`src/hw/rtl/pdf_pkg.sv`:
```
// shared types and constants of the probe duplicate filter
`default_nettype none

package pdf_pkg;

  typedef enum logic [2:0] {
    VERDICT_NORMAL = 3'd0,
    VERDICT_TUNNEL = 3'd1,
    VERDICT_DUP    = 3'd2,
    VERDICT_MAGIC  = 3'd3,
    VERDICT_SHORT  = 3'd4,
    VERDICT_ENDED  = 3'd5
  } verdict_e;

  typedef enum logic {
    BK_IDLE,
    BK_SCAN
  } back_state_e;

  localparam logic [31:0] MAGIC_NORMAL = 32'h5052_4F42;
  localparam logic [31:0] MAGIC_TUNNEL = 32'h5052_4F57;
  localparam logic [10:0] MIN_LENGTH   = 11'd22;

  localparam int unsigned QUEUE_PTR_W = 1;
  localparam int unsigned QUEUE_DEPTH = 2 ** QUEUE_PTR_W;

  typedef struct packed {
    verdict_e    verdict;
    logic [31:0] seq;
    logic [47:0] mac;
    logic [63:0] latency;
  } probe_word_t;

  typedef struct packed {
    logic [47:0] mac;
    logic [31:0] seq;
  } src_entry_t;

  typedef struct packed {
    logic full;
    logic empty;
  } queue_status_t;

endpackage

`default_nettype wire

```
`src/hw/rtl/pdf_ram.sv`:
```
// generic single-port-write ram with registered read
`default_nettype none

module pdf_ram #(
  parameter int unsigned WIDTH = 8,
  parameter int unsigned DEPTH = 32
) (
  input  wire logic                                          clk_i,
  input  wire logic                                          we_i,
  input  wire logic [((DEPTH > 1) ? $clog2(DEPTH) : 1)-1:0] waddr_i,
  input  wire logic [WIDTH-1:0]                              wdata_i,
  input  wire logic [((DEPTH > 1) ? $clog2(DEPTH) : 1)-1:0] raddr_i,
  output logic      [WIDTH-1:0]                              rdata_o
);

  logic [WIDTH-1:0] mem_q [DEPTH];
  logic [WIDTH-1:0] rdata_q;

  always_ff @(posedge clk_i) begin
    if (we_i) begin
      mem_q[waddr_i] <= wdata_i;
    end
    rdata_q <= mem_q[raddr_i];
  end

  assign rdata_o = rdata_q;

endmodule

`default_nettype wire

```
`src/hw/rtl/pdf_front.sv`:
```
// front end: takes a probe word, classifies it and works out its latency
`default_nettype none

module pdf_front
  import pdf_pkg::*;
(
  input  wire logic                start_i,
  input  wire logic [10:0]         packet_length_i,
  input  wire logic [31:0]         magic_word_i,
  input  wire logic [31:0]         sequence_number_i,
  input  wire logic signed [63:0]  send_time_us_i,
  input  wire logic [47:0]         source_mac_i,
  input  wire logic [62:0]         arrival_time_us_i,
  input  wire logic                session_ended_i,
  input  wire queue_status_t       status_i,
  output logic                     busy_o,
  output logic                     push_o,
  output probe_word_t              word_o
);

  verdict_e    verdict;
  logic [63:0] latency;

  always_comb begin
    if (session_ended_i) begin
      verdict = VERDICT_ENDED;
    end else if (packet_length_i < MIN_LENGTH) begin
      verdict = VERDICT_SHORT;
    end else if (magic_word_i == MAGIC_TUNNEL) begin
      verdict = VERDICT_TUNNEL;
    end else if (magic_word_i != MAGIC_NORMAL) begin
      verdict = VERDICT_MAGIC;
    end else begin
      verdict = VERDICT_NORMAL;
    end
  end

  // wrapping difference, arrival time is unsigned
  assign latency = {1'b0, arrival_time_us_i} - send_time_us_i;

  assign busy_o = status_i.full;
  assign push_o = start_i && !status_i.full;

  always_comb begin
    word_o.verdict = verdict;
    word_o.seq     = sequence_number_i;
    word_o.mac     = source_mac_i;
    word_o.latency = latency;
  end

endmodule

`default_nettype wire

```
`src/hw/rtl/pdf_queue.sv`:
```
// short queue of classified probe words between front and back
`default_nettype none

module pdf_queue
  import pdf_pkg::*;
(
  input  wire logic          clk_i,
  input  wire logic          rst_ni,
  input  wire logic          push_i,
  input  wire probe_word_t   word_i,
  input  wire logic          pop_i,
  output probe_word_t        word_o,
  output queue_status_t      status_o
);

  probe_word_t              slot_q [QUEUE_DEPTH];
  logic [QUEUE_PTR_W-1:0]   wr_ptr_q, wr_ptr_d;
  logic [QUEUE_PTR_W-1:0]   rd_ptr_q, rd_ptr_d;
  logic [QUEUE_PTR_W:0]     count_q, count_d;
  logic                     do_push;
  logic                     do_pop;

  assign status_o.full  = (count_q == (QUEUE_PTR_W + 1)'(QUEUE_DEPTH));
  assign status_o.empty = (count_q == '0);

  assign do_push = push_i && !status_o.full;
  assign do_pop  = pop_i && !status_o.empty;

  always_comb begin
    wr_ptr_d = do_push ? wr_ptr_q + 1'b1 : wr_ptr_q;
    rd_ptr_d = do_pop ? rd_ptr_q + 1'b1 : rd_ptr_q;
    count_d  = count_q;
    if (do_push && !do_pop) begin
      count_d = count_q + 1'b1;
    end else if (do_pop && !do_push) begin
      count_d = count_q - 1'b1;
    end
  end

  always_ff @(posedge clk_i or negedge rst_ni) begin
    if (!rst_ni) begin
      wr_ptr_q <= '0;
      rd_ptr_q <= '0;
      count_q  <= '0;
    end else begin
      wr_ptr_q <= wr_ptr_d;
      rd_ptr_q <= rd_ptr_d;
      count_q  <= count_d;
    end
  end

  always_ff @(posedge clk_i) begin
    if (do_push) begin
      slot_q[wr_ptr_q] <= word_i;
    end
  end

  assign word_o = slot_q[rd_ptr_q];

endmodule

`default_nettype wire

```
`src/hw/rtl/pdf_back.sv`:
```
// back end: source table scan, sequence check, counter and result register
`default_nettype none

module pdf_back
  import pdf_pkg::*;
#(
  parameter int unsigned MAX_SOURCES = 32
) (
  input  wire logic          clk_i,
  input  wire logic          rst_ni,
  input  wire queue_status_t status_i,
  input  wire probe_word_t   head_i,
  output logic               pop_o,
  output logic               done_o,
  output logic [2:0]         verdict_o,
  output logic [63:0]        latency_o,
  output logic [31:0]        logged_total_o,
  output logic               table_full_o
);

  localparam int unsigned AW = (MAX_SOURCES > 1) ? $clog2(MAX_SOURCES) : 1;
  localparam int unsigned CW = $clog2(MAX_SOURCES + 1);

  back_state_e  state_q, state_d;
  probe_word_t  cur_q, cur_d;
  logic [AW-1:0] idx_q, idx_d;
  logic [CW-1:0] in_use_q, in_use_d;
  logic [31:0]  cnt_q, cnt_d;
  logic         done_q, done_d;
  verdict_e     verdict_q, verdict_d;
  logic [63:0]  lat_q, lat_d;
  logic         full_q, full_d;

  logic         ram_we;
  logic [AW-1:0] ram_waddr;
  src_entry_t   ram_wdata;
  logic [AW-1:0] ram_raddr;
  logic [$bits(src_entry_t)-1:0] ram_rdata;
  src_entry_t   rd_entry;

  logic [CW-1:0] idx_next;
  logic         hit;
  logic         dup;
  logic         more;
  logic         room;

  logic         fin;
  verdict_e     fin_verdict;
  logic [63:0]  fin_lat;
  logic         fin_full;
  logic         fin_logged;

  pdf_ram #(
    .WIDTH($bits(src_entry_t)),
    .DEPTH(MAX_SOURCES)
  ) u_table (
    .clk_i   (clk_i),
    .we_i    (ram_we),
    .waddr_i (ram_waddr),
    .wdata_i (ram_wdata),
    .raddr_i (ram_raddr),
    .rdata_o (ram_rdata)
  );

  assign rd_entry = src_entry_t'(ram_rdata);
  assign idx_next = CW'(idx_q) + CW'(1);
  assign hit      = (rd_entry.mac == cur_q.mac);
  assign dup      = (cur_q.seq <= rd_entry.seq);
  assign more     = (idx_next < in_use_q);
  assign room     = (in_use_q < CW'(MAX_SOURCES));

  // entry zero is read while idle so a scan can start at once
  assign ram_raddr = (state_q == BK_SCAN) ? idx_next[AW-1:0] : '0;

  always_comb begin
    state_d = state_q;
    case (state_q)
      BK_IDLE: begin
        if (!status_i.empty && head_i.verdict == VERDICT_NORMAL && in_use_q != '0) begin
          state_d = BK_SCAN;
        end
      end
      BK_SCAN: begin
        if (hit || !more) begin
          state_d = BK_IDLE;
        end
      end
      default: state_d = BK_IDLE;
    endcase
  end

  always_comb begin
    cur_d       = cur_q;
    idx_d       = idx_q;
    in_use_d    = in_use_q;
    cnt_d       = cnt_q;
    done_d      = 1'b0;
    verdict_d   = verdict_q;
    lat_d       = lat_q;
    full_d      = full_q;
    pop_o       = 1'b0;
    ram_we      = 1'b0;
    ram_waddr   = '0;
    ram_wdata   = '0;
    fin         = 1'b0;
    fin_verdict = VERDICT_NORMAL;
    fin_lat     = cur_q.latency;
    fin_full    = 1'b0;
    fin_logged  = 1'b0;
    case (state_q)
      BK_IDLE: begin
        if (!status_i.empty) begin
          pop_o   = 1'b1;
          cur_d   = head_i;
          idx_d   = '0;
          fin_lat = head_i.latency;
          if (head_i.verdict != VERDICT_NORMAL) begin
            fin         = 1'b1;
            fin_verdict = head_i.verdict;
          end else if (in_use_q == '0) begin
            ram_we        = 1'b1;
            ram_waddr     = '0;
            ram_wdata.mac = head_i.mac;
            ram_wdata.seq = head_i.seq;
            in_use_d      = in_use_q + 1'b1;
            fin           = 1'b1;
          end
        end
      end
      BK_SCAN: begin
        if (hit) begin
          fin = 1'b1;
          if (dup) begin
            fin_verdict = VERDICT_DUP;
          end else begin
            ram_we        = 1'b1;
            ram_waddr     = idx_q;
            ram_wdata.mac = cur_q.mac;
            ram_wdata.seq = cur_q.seq;
          end
        end else if (more) begin
          idx_d = idx_next[AW-1:0];
        end else begin
          fin = 1'b1;
          if (room) begin
            ram_we        = 1'b1;
            ram_waddr     = in_use_q[AW-1:0];
            ram_wdata.mac = cur_q.mac;
            ram_wdata.seq = cur_q.seq;
            in_use_d      = in_use_q + 1'b1;
          end else begin
            fin_full = 1'b1;
          end
        end
      end
      default: ;
    endcase
    if (fin) begin
      fin_logged = (fin_verdict == VERDICT_NORMAL) || (fin_verdict == VERDICT_TUNNEL);
      done_d     = 1'b1;
      verdict_d  = fin_verdict;
      full_d     = fin_full;
      lat_d      = fin_logged ? fin_lat : '0;
      if (fin_logged) begin
        cnt_d = cnt_q + 32'd1;
      end
    end
  end

  always_ff @(posedge clk_i or negedge rst_ni) begin
    if (!rst_ni) begin
      state_q  <= BK_IDLE;
      in_use_q <= '0;
      cnt_q    <= '0;
      done_q   <= 1'b0;
    end else begin
      state_q  <= state_d;
      in_use_q <= in_use_d;
      cnt_q    <= cnt_d;
      done_q   <= done_d;
    end
  end

  always_ff @(posedge clk_i) begin
    cur_q     <= cur_d;
    idx_q     <= idx_d;
    verdict_q <= verdict_d;
    lat_q     <= lat_d;
    full_q    <= full_d;
  end

  assign done_o         = done_q;
  assign verdict_o      = verdict_q;
  assign latency_o      = lat_q;
  assign logged_total_o = cnt_q;
  assign table_full_o   = full_q;

`ifndef SYNTH
  a_in_use_bound: assert property (@(posedge clk_i) disable iff (!rst_ni)
    in_use_q <= CW'(MAX_SOURCES))
    else $error("source count beyond table size");

  a_scan_in_table: assert property (@(posedge clk_i) disable iff (!rst_ni)
    state_q == BK_SCAN |-> CW'(idx_q) < in_use_q)
    else $error("scan index past sources in use");

  a_full_only_when_full: assert property (@(posedge clk_i) disable iff (!rst_ni)
    done_q && full_q |-> verdict_q == VERDICT_NORMAL && in_use_q == CW'(MAX_SOURCES))
    else $error("table full flagged with room left");

  a_dropped_no_latency: assert property (@(posedge clk_i) disable iff (!rst_ni)
    done_q && verdict_q != VERDICT_NORMAL && verdict_q != VERDICT_TUNNEL |-> lat_q == '0)
    else $error("dropped word carries latency");

  a_count_on_logged: assert property (@(posedge clk_i) disable iff (!rst_ni)
    done_d && (verdict_d == VERDICT_NORMAL || verdict_d == VERDICT_TUNNEL)
      |=> cnt_q == $past(cnt_q) + 32'd1)
    else $error("logged counter missed a logged word");
`endif

endmodule

`default_nettype wire

```
`src/hw/rtl/probe_duplicate_filter_core.sv`:
```
// top level of the probe duplicate filter
//
// One probe word is taken at a rising edge where start_i is high and busy_o
// is low. Each accepted word gives exactly one result word on verdict_o,
// transit_us_o, logged_total_o and table_full_o, shown for one cycle while
// done_o is high; results leave in the order the words came in.
// The front classifies the word and computes the latency in the accept
// cycle and writes it into a two-entry queue; the back pops it while idle.
// Tunnel, short, ended and bad-magic words, and normal words while the table
// is empty, finish as the back pops them, with no scan; the back takes one
// such word a cycle while no scan holds it. Other normal words scan the source
// table one entry a cycle through the table ram's registered read port,
// stopping at the entry that holds their source or after the last stored
// source. busy_o is high while the queue is full.
// Reset empties the queue, the table (no sources in use) and the logged
// counter; no result is pending after it. The receiver cannot stall.
`default_nettype none

module probe_duplicate_filter_core
  import pdf_pkg::*;
#(
  parameter int unsigned MAX_SOURCES = 32
) (
  input  wire logic                clk_i,
  input  wire logic                rst_ni,
  input  wire logic                start_i,
  output logic                     busy_o,
  input  wire logic [10:0]         packet_length_i,
  input  wire logic [31:0]         magic_word_i,
  input  wire logic [31:0]         sequence_number_i,
  input  wire logic signed [63:0]  send_time_us_i,
  input  wire logic [47:0]         source_mac_i,
  input  wire logic [62:0]         arrival_time_us_i,
  input  wire logic                session_ended_i,
  output logic                     done_o,
  output logic [2:0]               verdict_o,
  output logic signed [63:0]       transit_us_o,
  output logic [31:0]              logged_total_o,
  output logic                     table_full_o
);

  queue_status_t status;
  probe_word_t   push_word;
  probe_word_t   head_word;
  logic          push;
  logic          pop;
  logic [63:0]   latency;

  pdf_front u_front (
    .start_i           (start_i),
    .packet_length_i   (packet_length_i),
    .magic_word_i      (magic_word_i),
    .sequence_number_i (sequence_number_i),
    .send_time_us_i    (send_time_us_i),
    .source_mac_i      (source_mac_i),
    .arrival_time_us_i (arrival_time_us_i),
    .session_ended_i   (session_ended_i),
    .status_i          (status),
    .busy_o            (busy_o),
    .push_o            (push),
    .word_o            (push_word)
  );

  pdf_queue u_queue (
    .clk_i    (clk_i),
    .rst_ni   (rst_ni),
    .push_i   (push),
    .word_i   (push_word),
    .pop_i    (pop),
    .word_o   (head_word),
    .status_o (status)
  );

  pdf_back #(
    .MAX_SOURCES(MAX_SOURCES)
  ) u_back (
    .clk_i          (clk_i),
    .rst_ni         (rst_ni),
    .status_i       (status),
    .head_i         (head_word),
    .pop_o          (pop),
    .done_o         (done_o),
    .verdict_o      (verdict_o),
    .latency_o      (latency),
    .logged_total_o (logged_total_o),
    .table_full_o   (table_full_o)
  );

  assign transit_us_o = $signed(latency);

endmodule

`default_nettype wire

```
`config.mk`:
```
export PLATFORM = sky130hd
export DESIGN_NAME = probe_duplicate_filter_core
export DESIGN_NICKNAME = d
export VERILOG_FILES = /design/src/hw/rtl/pdf_pkg.sv /design/src/hw/rtl/pdf_ram.sv /design/src/hw/rtl/pdf_front.sv /design/src/hw/rtl/pdf_queue.sv /design/src/hw/rtl/pdf_back.sv /design/src/hw/rtl/probe_duplicate_filter_core.sv
export SDC_FILE = /design/constraint.sdc
export NUM_CORES = 2
export LEC_CHECK = 0
export BUFFER_PORTS_ARGS = -buffer_cell sky130_fd_sc_hd__buf_4
export CAP_MARGIN = 20
export CORE_ASPECT_RATIO = 0.7
export CORE_UTILIZATION = 47
export DETAILED_ROUTE_END_ITERATION = 8
export GPL_TIMING_DRIVEN = 0
export SETUP_SLACK_MARGIN = 0.15
export SYNTH_ARGS = -nofsm -noshare
export SYNTH_HDL_FRONTEND = slang
export SYNTH_SLANG_ARGS = --single-unit
```
`constraint.sdc`:
```
create_clock -name clk_i -period 12.55 [get_ports clk_i]
set_clock_uncertainty 0.2 [all_clocks]
set_input_delay 0.6275 -clock clk_i [delete_from_list [all_inputs] [get_ports clk_i]]
set_output_delay 0.6275 -clock clk_i [all_outputs]
set_load 0.005 [all_outputs]
```
# Yosys cells after proc, flatten, opt, wreduce, memory -nomap -nowiden

Memories as Yosys holds them, arrays and structs flattened. A register that Yosys moved wholly into a read port is not among the register bits.
Index checks and enable logic that the tools add are counted.

Reduce and logical (&&, ||, !) cells: 26
Multiplexer cells: 62
Equal/unequal tests: 12
Order comparisons: 4
Add/subtract/negate cells: 8
Bitwise operators: 2

Operators with widths:

| operator                                                                      | count |
|---|---|
| 80-bit 2-to-1 mux                                                             | 7 |
| 80-bit case mux with 2 select lines                                           | 1 |
| 64-bit 2-to-1 mux                                                             | 2 |
| 63-bit by 64-bit subtractor with 64-bit output                                | 1 |
| 48-bit equality test                                                          | 1 |
| 5-bit 2-to-1 mux                                                              | 8 |
| 6-bit 2-to-1 mux                                                              | 6 |
| 32-bit by 1-bit adder with 32-bit output, second input constant               | 1 |
| 32-bit by 31-bit equality test with 1-bit output, second input constant       | 1 |
| 32-bit less-or-equal comparator                                               | 1 |
| 32-bit by 31-bit != test with 1-bit output, second input constant             | 1 |
| 1-bit 2-to-1 mux                                                              | 21 |
| 5-bit case mux with 2 select lines                                            | 2 |
| 3-bit 2-to-1 mux                                                              | 6 |
| 2-bit != test, second input constant                                          | 6 |
| 6-bit case mux with 2 select lines                                            | 1 |
| 11-bit by 5-bit less-than comparator with 1-bit output, second input constant | 1 |
| 2-bit 2-to-1 mux                                                              | 4 |
| 1-bit logical AND                                                             | 7 |
| 5-bit by 1-bit adder with 6-bit output, second input constant                 | 1 |
| 6-bit by 1-bit adder with 6-bit output, second input constant                 | 1 |
| 3-bit zero test                                                               | 2 |
| 6-bit zero test                                                               | 1 |
| 6-bit less-than comparator                                                    | 1 |
| other kinds (20)                                                              | 30 |

Memories kept: 2
Flip-flop bits (word level): 261
Logic and storage cells: 130
Output and inout port bits: 102
RAM bits: 2,854
Input bits: 254

Memories:

| name                 | depth | bits a word | rd ports | clocked after Yosys merged registers in | write ports | RTL line        | RTL |
|---|---|---|---|---|---|---|---|
| u_back.u_table.mem_q | 32    | 80          | 1        | 1                                       | 1           | pdf_ram.sv:16   | `logic [WIDTH-1:0] mem_q [DEPTH];` |
| u_queue.slot_q       | 2     | 147         | 1        | 0                                       | 1           | pdf_queue.sv:16 | `probe_word_t slot_q [QUEUE_DEPTH];` |

# Depth between registers and ports, before layout

Word-level depth: 8
Gate-level depth with buffers: 14
Gate-level depth less buffers: 13

# Cells and area by module

Synthesis repeated with hierarchy kept, for this count alone.

Cells, all modules: 6,867
Area total of the unflattened synthesis: 126,797.9 µm²

By module, submodules not included:

| module    | instances | cells each | sequential area each (µm²) | area each (µm²) |
|---|---|---|---|---|
| pdf_ram   | 1         | 4,681      | 78,475.3                   | 98,902.4 |
| pdf_back  | 1         | 955        | 7,517.2                    | 12,036.5 |
| pdf_queue | 1         | 476        | 8,928.6                    | 10,840.4 |
| pdf_front | 1         | 755        | 0.0                        | 5,018.6 |

# Least setup slack after synthesis

No wires, ideal clock.

Path kind: register -> register
Start: register u_back.idx_q[0]
End: memory u_back.u_table.mem_q[9][0] in the netlist's numbering (enable)
Stages on the path, launching flop included: 14
Arrival: 8.403 ns
Path buffers: 5
Required time: 11.717 ns
Setup slack: 3.314 ns
Clock period less this slack: 9.236 ns
Setup time: 0.633 ns
Cells stage by stage: edfxtp_1 -> buf_2 -> clkbuf_1 -> clkbuf_1 -> clkbuf_1 -> nand3_1 -> nor2_1 -> ha_1 -> o21a_1 -> o2111ai_1 -> buf_2 -> nor2_1 -> a21o_1 -> nor3b_1

Word-level cells in the longest chain between the ends: 7
Elaborated cells on any way between the ends: 11
Those cells by class: add/sub (1); order compare (1); mux (9)

Ends and longest elaborated chain:

| item                                   | RTL line        | RTL |
|---|---|---|
| start: declaration                     | pdf_back.sv:26  | `logic [AW-1:0] idx_q, idx_d;` |
| start signal: assignment               | pdf_back.sv:186 | `idx_q <= idx_d;` |
| 5-bit by 1-bit adder with 6-bit output | pdf_back.sv:66  | `assign idx_next = CW'(idx_q) + CW'(1);` |
| 6-bit less-than comparator             | pdf_back.sv:69  | `assign more = (idx_next < in_use_q);` |
| 1-bit 2-to-1 mux                       | pdf_back.sv:141 | `end else if (more) begin` |
| 1-bit 2-to-1 mux                       | pdf_back.sv:131 | `if (hit) begin` |
| 1-bit case mux with 2 select lines     | pdf_back.sv:110 | `case (state_q)` |
| 1-bit 2-to-1 mux                       | pdf_ram.sv:20   | `if (we_i) begin` |
| 1-bit 2-to-1 mux (implied by the code) | pdf_ram.sv:21   | `mem_q[waddr_i] <= wdata_i;` |
| end: declaration                       | pdf_ram.sv:16   |  |

Several ways; a longest one is shown, not always the timed one.

==> flow_metrics.py <==
metrics = {
    "die": {
        "rows": 159,
        "die_width_um": 623,
        "io-pin-count": 356,
        "core_sq_um": 268000,
        "die_h_um": 436,
        "die-area_sq_um": 272000,
        "initial_utilization_pct": 47.2,
    },
    "clock_tree": {
        "cts_buffers": 305,
        "clockBufferDepth": 4,
        "cts_tree": "yes",
        "clock_sinks": 3195,
        "root_buffer": "clkbuf_16",
        "htreeDepth": 5,
        "postCtsSetupRepairBufs": 0,
        "clk_latency_ns": 0.88,
        "path_clk_slew_ns": 0.07,
    },
    "sta": {
        "fmax_mhz": 136,
        "min_period_over_period_pct": 58.8,
        "rsz0062_at_grt": "false",
        "setup_viol": 0,
        "finalMaxSlewViolations": 0,
        "fin_crit_ns": 7.38,
        "fin_tns_setup_ns": 0,
        "slew_headroom_pct": 15.5,
        "finalHoldViolCount": 0,
        "whs_ns": 0.0719,
        "tightestPinTransition_ns": 1.26,
        "layout_setup_ws_ns": 5.17,
    },
    "global_routing": {
        "grt.total_usage_pct": 29.2,
        "grt_overflow": 0,
        "grt_max_degree": 55,
        "grt_pass1_vias": 78582,
        "grt_pass1_wl_mm": 573,
        "antenna_found_initial": 40,
    },
    "critical_path": {
        "critPathCaptureType": "flop",
        "required_ns": 12.84,
        "cp_max_fo": 32,
        "path_buf_inv": 3,
        "critPathArrivalTime_ns": 7.66,
        "crit_chain": "xnor2_1 -> nand4_1 -> nor4_1 -> nand4_1 -> a2111oi_2 -> buf_2 -> inv_1 -> nand2_2 -> buf_2 -> a32o_1",
        "crit_path_top_delay_cell": "xnor2_1",
        "cp_top_family": "simple AND/OR/NAND/NOR gates",
        "worstSetupPathType": "flop to flop",
        "cp-start-kind": "flop",
        "cp_slowest_stage_delay_ns": 1.04,
    },
    "synthesis": {
        "synth_area_sq_um": 127000,
        "synth_seq_cells": 3195,
        "avgSynthCellArea_sq_um": 14.5,
        "synth_seq_area_share_pct": 74.9,
        "async_reset_ff_share_pct": 1.38,
        "synth_cells": 8719,
        "synthDistinctLibCells": 85,
        "synth-edff-count": 3071,
        "yosys_warnings": 0,
        "syn_nets": 9079,
        "synthFlopType": "edfxtp_1",
    },
    "drt": {
        "avgRoutedWirePerCell_um": 30.3,
        "ant_nets": 0,
        "drc": 0,
        "drt_pre_antenna_iters": 6,
        "viasPerCell": 6.34,
        "routed-via-count": 85509,
        "drtIter0Drc": 13481,
        "drt_wl_total_mm": 409,
    },
    "power_and_ir_drop": {
        "ir_drop_v": 0.000133,
        "p_int_uw": 20600,
        "seqPwrFrac_pct": 44.2,
        "comb_power_share_pct": 26.5,
        "cellLeakagePower_uw": 0.0497,
        "p_total_uw": 30800,
        "swShare_pct": 33.1,
        "p_clk_share_pct": 29.3,
        "power_switching_uw": 10200,
        "powerDensity_nw_per_um2": 207,
    },
    "outcome": {
        "outcome": "completed",
    },
    "final_layout": {
        "layout-drive-gt1-share_pct": 13.0,
        "area_growth_pct": 17.4,
        "nets": 10035,
    },
    "placement": {
        "place_congestion": 0.950,
        "place_ws_ns": 5.91,
        "dp_hpwl_mm": 288,
        "port_buffers": 354,
    },
    "hold_path": {
        "hold_class": "input port to flop",
    },
    "flow_run": {
        "maxCapViolCount": 0,
    },
}
==> worst register-to-register path, delay by kind of cell (launching register included) <==
family / cells / cell delay (ns)
and+or+nand+nor: 4 / 2.45
AOI/OAI and AO/OA: 2 / 1.93
xor gates and xnor gates: 1 / 1.04
buffers and inverters: 3 / 0.89
DFF: 1 / 0.52
==> cell families (layout without fill, tap and decap cells) <==
logic type      after synthesis  in the layout  synth area share [%]
flops                      3195           3195                  74.9
simple gates               2540           2540                  8.68
compound gates             1804           1804                  10.7
buf+inv                     776           1966                  2.33
mux                         151            151                  1.34
xor+xnor                    147            147                  1.02
fa+ha+maj                   106            106                  1.05
other cells                   0             28                     0
==> stage by stage <==
| stage | cells | cell area, sq um | utilization [%] |
|---|---|---|---|
| global route | 13452 | 149000 | 55.4 |
| global placement | 12615 | 134000 | 49.9 |
| floorplan | 8719 | 127000 | - |
| detailed placement | 12800 | 138000 | 51.4 |
| finish | 13479 | 149000 | 55.5 |
| CTS | 13424 | 148000 | 55.3 |
==> placed cells by master (no fill, tap or decap), drive strengths merged, types with 46 or more instances in the layout <==
cell type,count
a21o,55
a21oi,490
a311oi,241
a31oi,89
a32o,80
buf,635
clkbuf,979
clkinv,101
dfxtp,80
dlygate4sd3,83
edfxtp,3071
ha,105
inv,138
mux2,145
nand2,1434
nand3,675
nand4,46
nor2,203
nor3,78
o221ai,644
o31ai,83
xnor2,122
==> final timing paths <==
path	from	to	slack, ns	depth (start not counted)
max in group asynchronous	rst_ni	u_queue.rd_ptr_q	11.59	2
worst min-delay path	send_time_us_i[0]	u_queue.slot_q[1][0]	0.07	3
worst max-delay path	u_back.cur_q[111]	u_back.u_table.mem_q[31][19]	5.17	10
worst max register to register	u_back.cur_q[111]	u_back.u_table.mem_q[31][19]	5.17	10
min in group asynchronous	rst_ni	u_back.logged_total_o[21]	0.14	2
worst min register to register	u_back.logged_total_o[31]	u_back.logged_total_o[31]	0.28	1
==> synthesized netlist by cell type, drive strengths merged (46+ instances only) <==
cell type	n	share of area, %
nand3	675	2.7
xnor2	122	0.84
clkbuf	578	1.7
o31ai	83	0.49
nand2	1434	4.2
o221ai	644	4.5
a311oi	241	1.7
edfxtp	3071	73
a21o	55	0.33
a31oi	89	0.44
nor2	203	0.61
ha	105	1.0
nand4	46	0.24
inv	128	0.38
a21oi	490	2.0
mux2	145	1.3
dfxtp	80	1.3
a32o	80	0.63
buf	70	0.23
nor3	78	0.31
==> cell type report <==
| class | count | area, sq um |
|---|---|---|
| fill | 21418 | 119000 |
| sequential | 3195 | 94900 |
| buffer | 648 | 2530 |
| multi-input combinational | 4748 | 29100 |
| antenna | 28 | 70.1 |
| timing repair buffer | 649 | 7680 |
| clock inverter | 141 | 1230 |
| inverter | 128 | 480 |
| tap | 3542 | 4430 |
| clock buffer | 400 | 8300 |
==> repair_timing <==
action,in CTS,in global routing
hold endpoints to repair,209,0
gates resized for setup,0,0
hold buffers,83,0
==> state kept, by name, indices dropped and copies added (netlist names) <==
| signal | flops |
|---|---|
| u_back.latency_o | 64 |
| u_queue.slot_q | 294 |
| u_back.cur_q | 144 |
| u_back.u_table.rdata_o | 80 |
| u_back.idx_q | 5 |
| u_queue.count_q | 2 |
| u_back.verdict_o | 3 |
| u_back.state_q | 1 |
| u_back.table_full_o | 1 |
| u_back.logged_total_o | 32 |
| u_queue.rd_ptr_q | 1 |
| u_back.done_o | 1 |
| u_back.u_table.mem_q | 2560 |
| u_back.in_use_q | 6 |
| u_queue.wr_ptr_q | 1 |
==> routing by layer <==
layer  wire, um  part of all wire, %  global-route usage, %
met1     174000                   43                   45.7
met2     163000                   40                   38.2
met3      57900                   14                   8.96
met4      13900                  3.4                   9.76
met5        124                0.030                      0
==> power groups by stage <==
stage,clock [uW],combinational [uW],sequential (uW)
floorplan,0,4020,13800
global route,9480,8570,13700
detailed placement,0,7860,13900
finish,9030,8170,13600
CTS,9090,7910,13600
global placement,0,7390,14100
(Power assumes the default switching activity.)
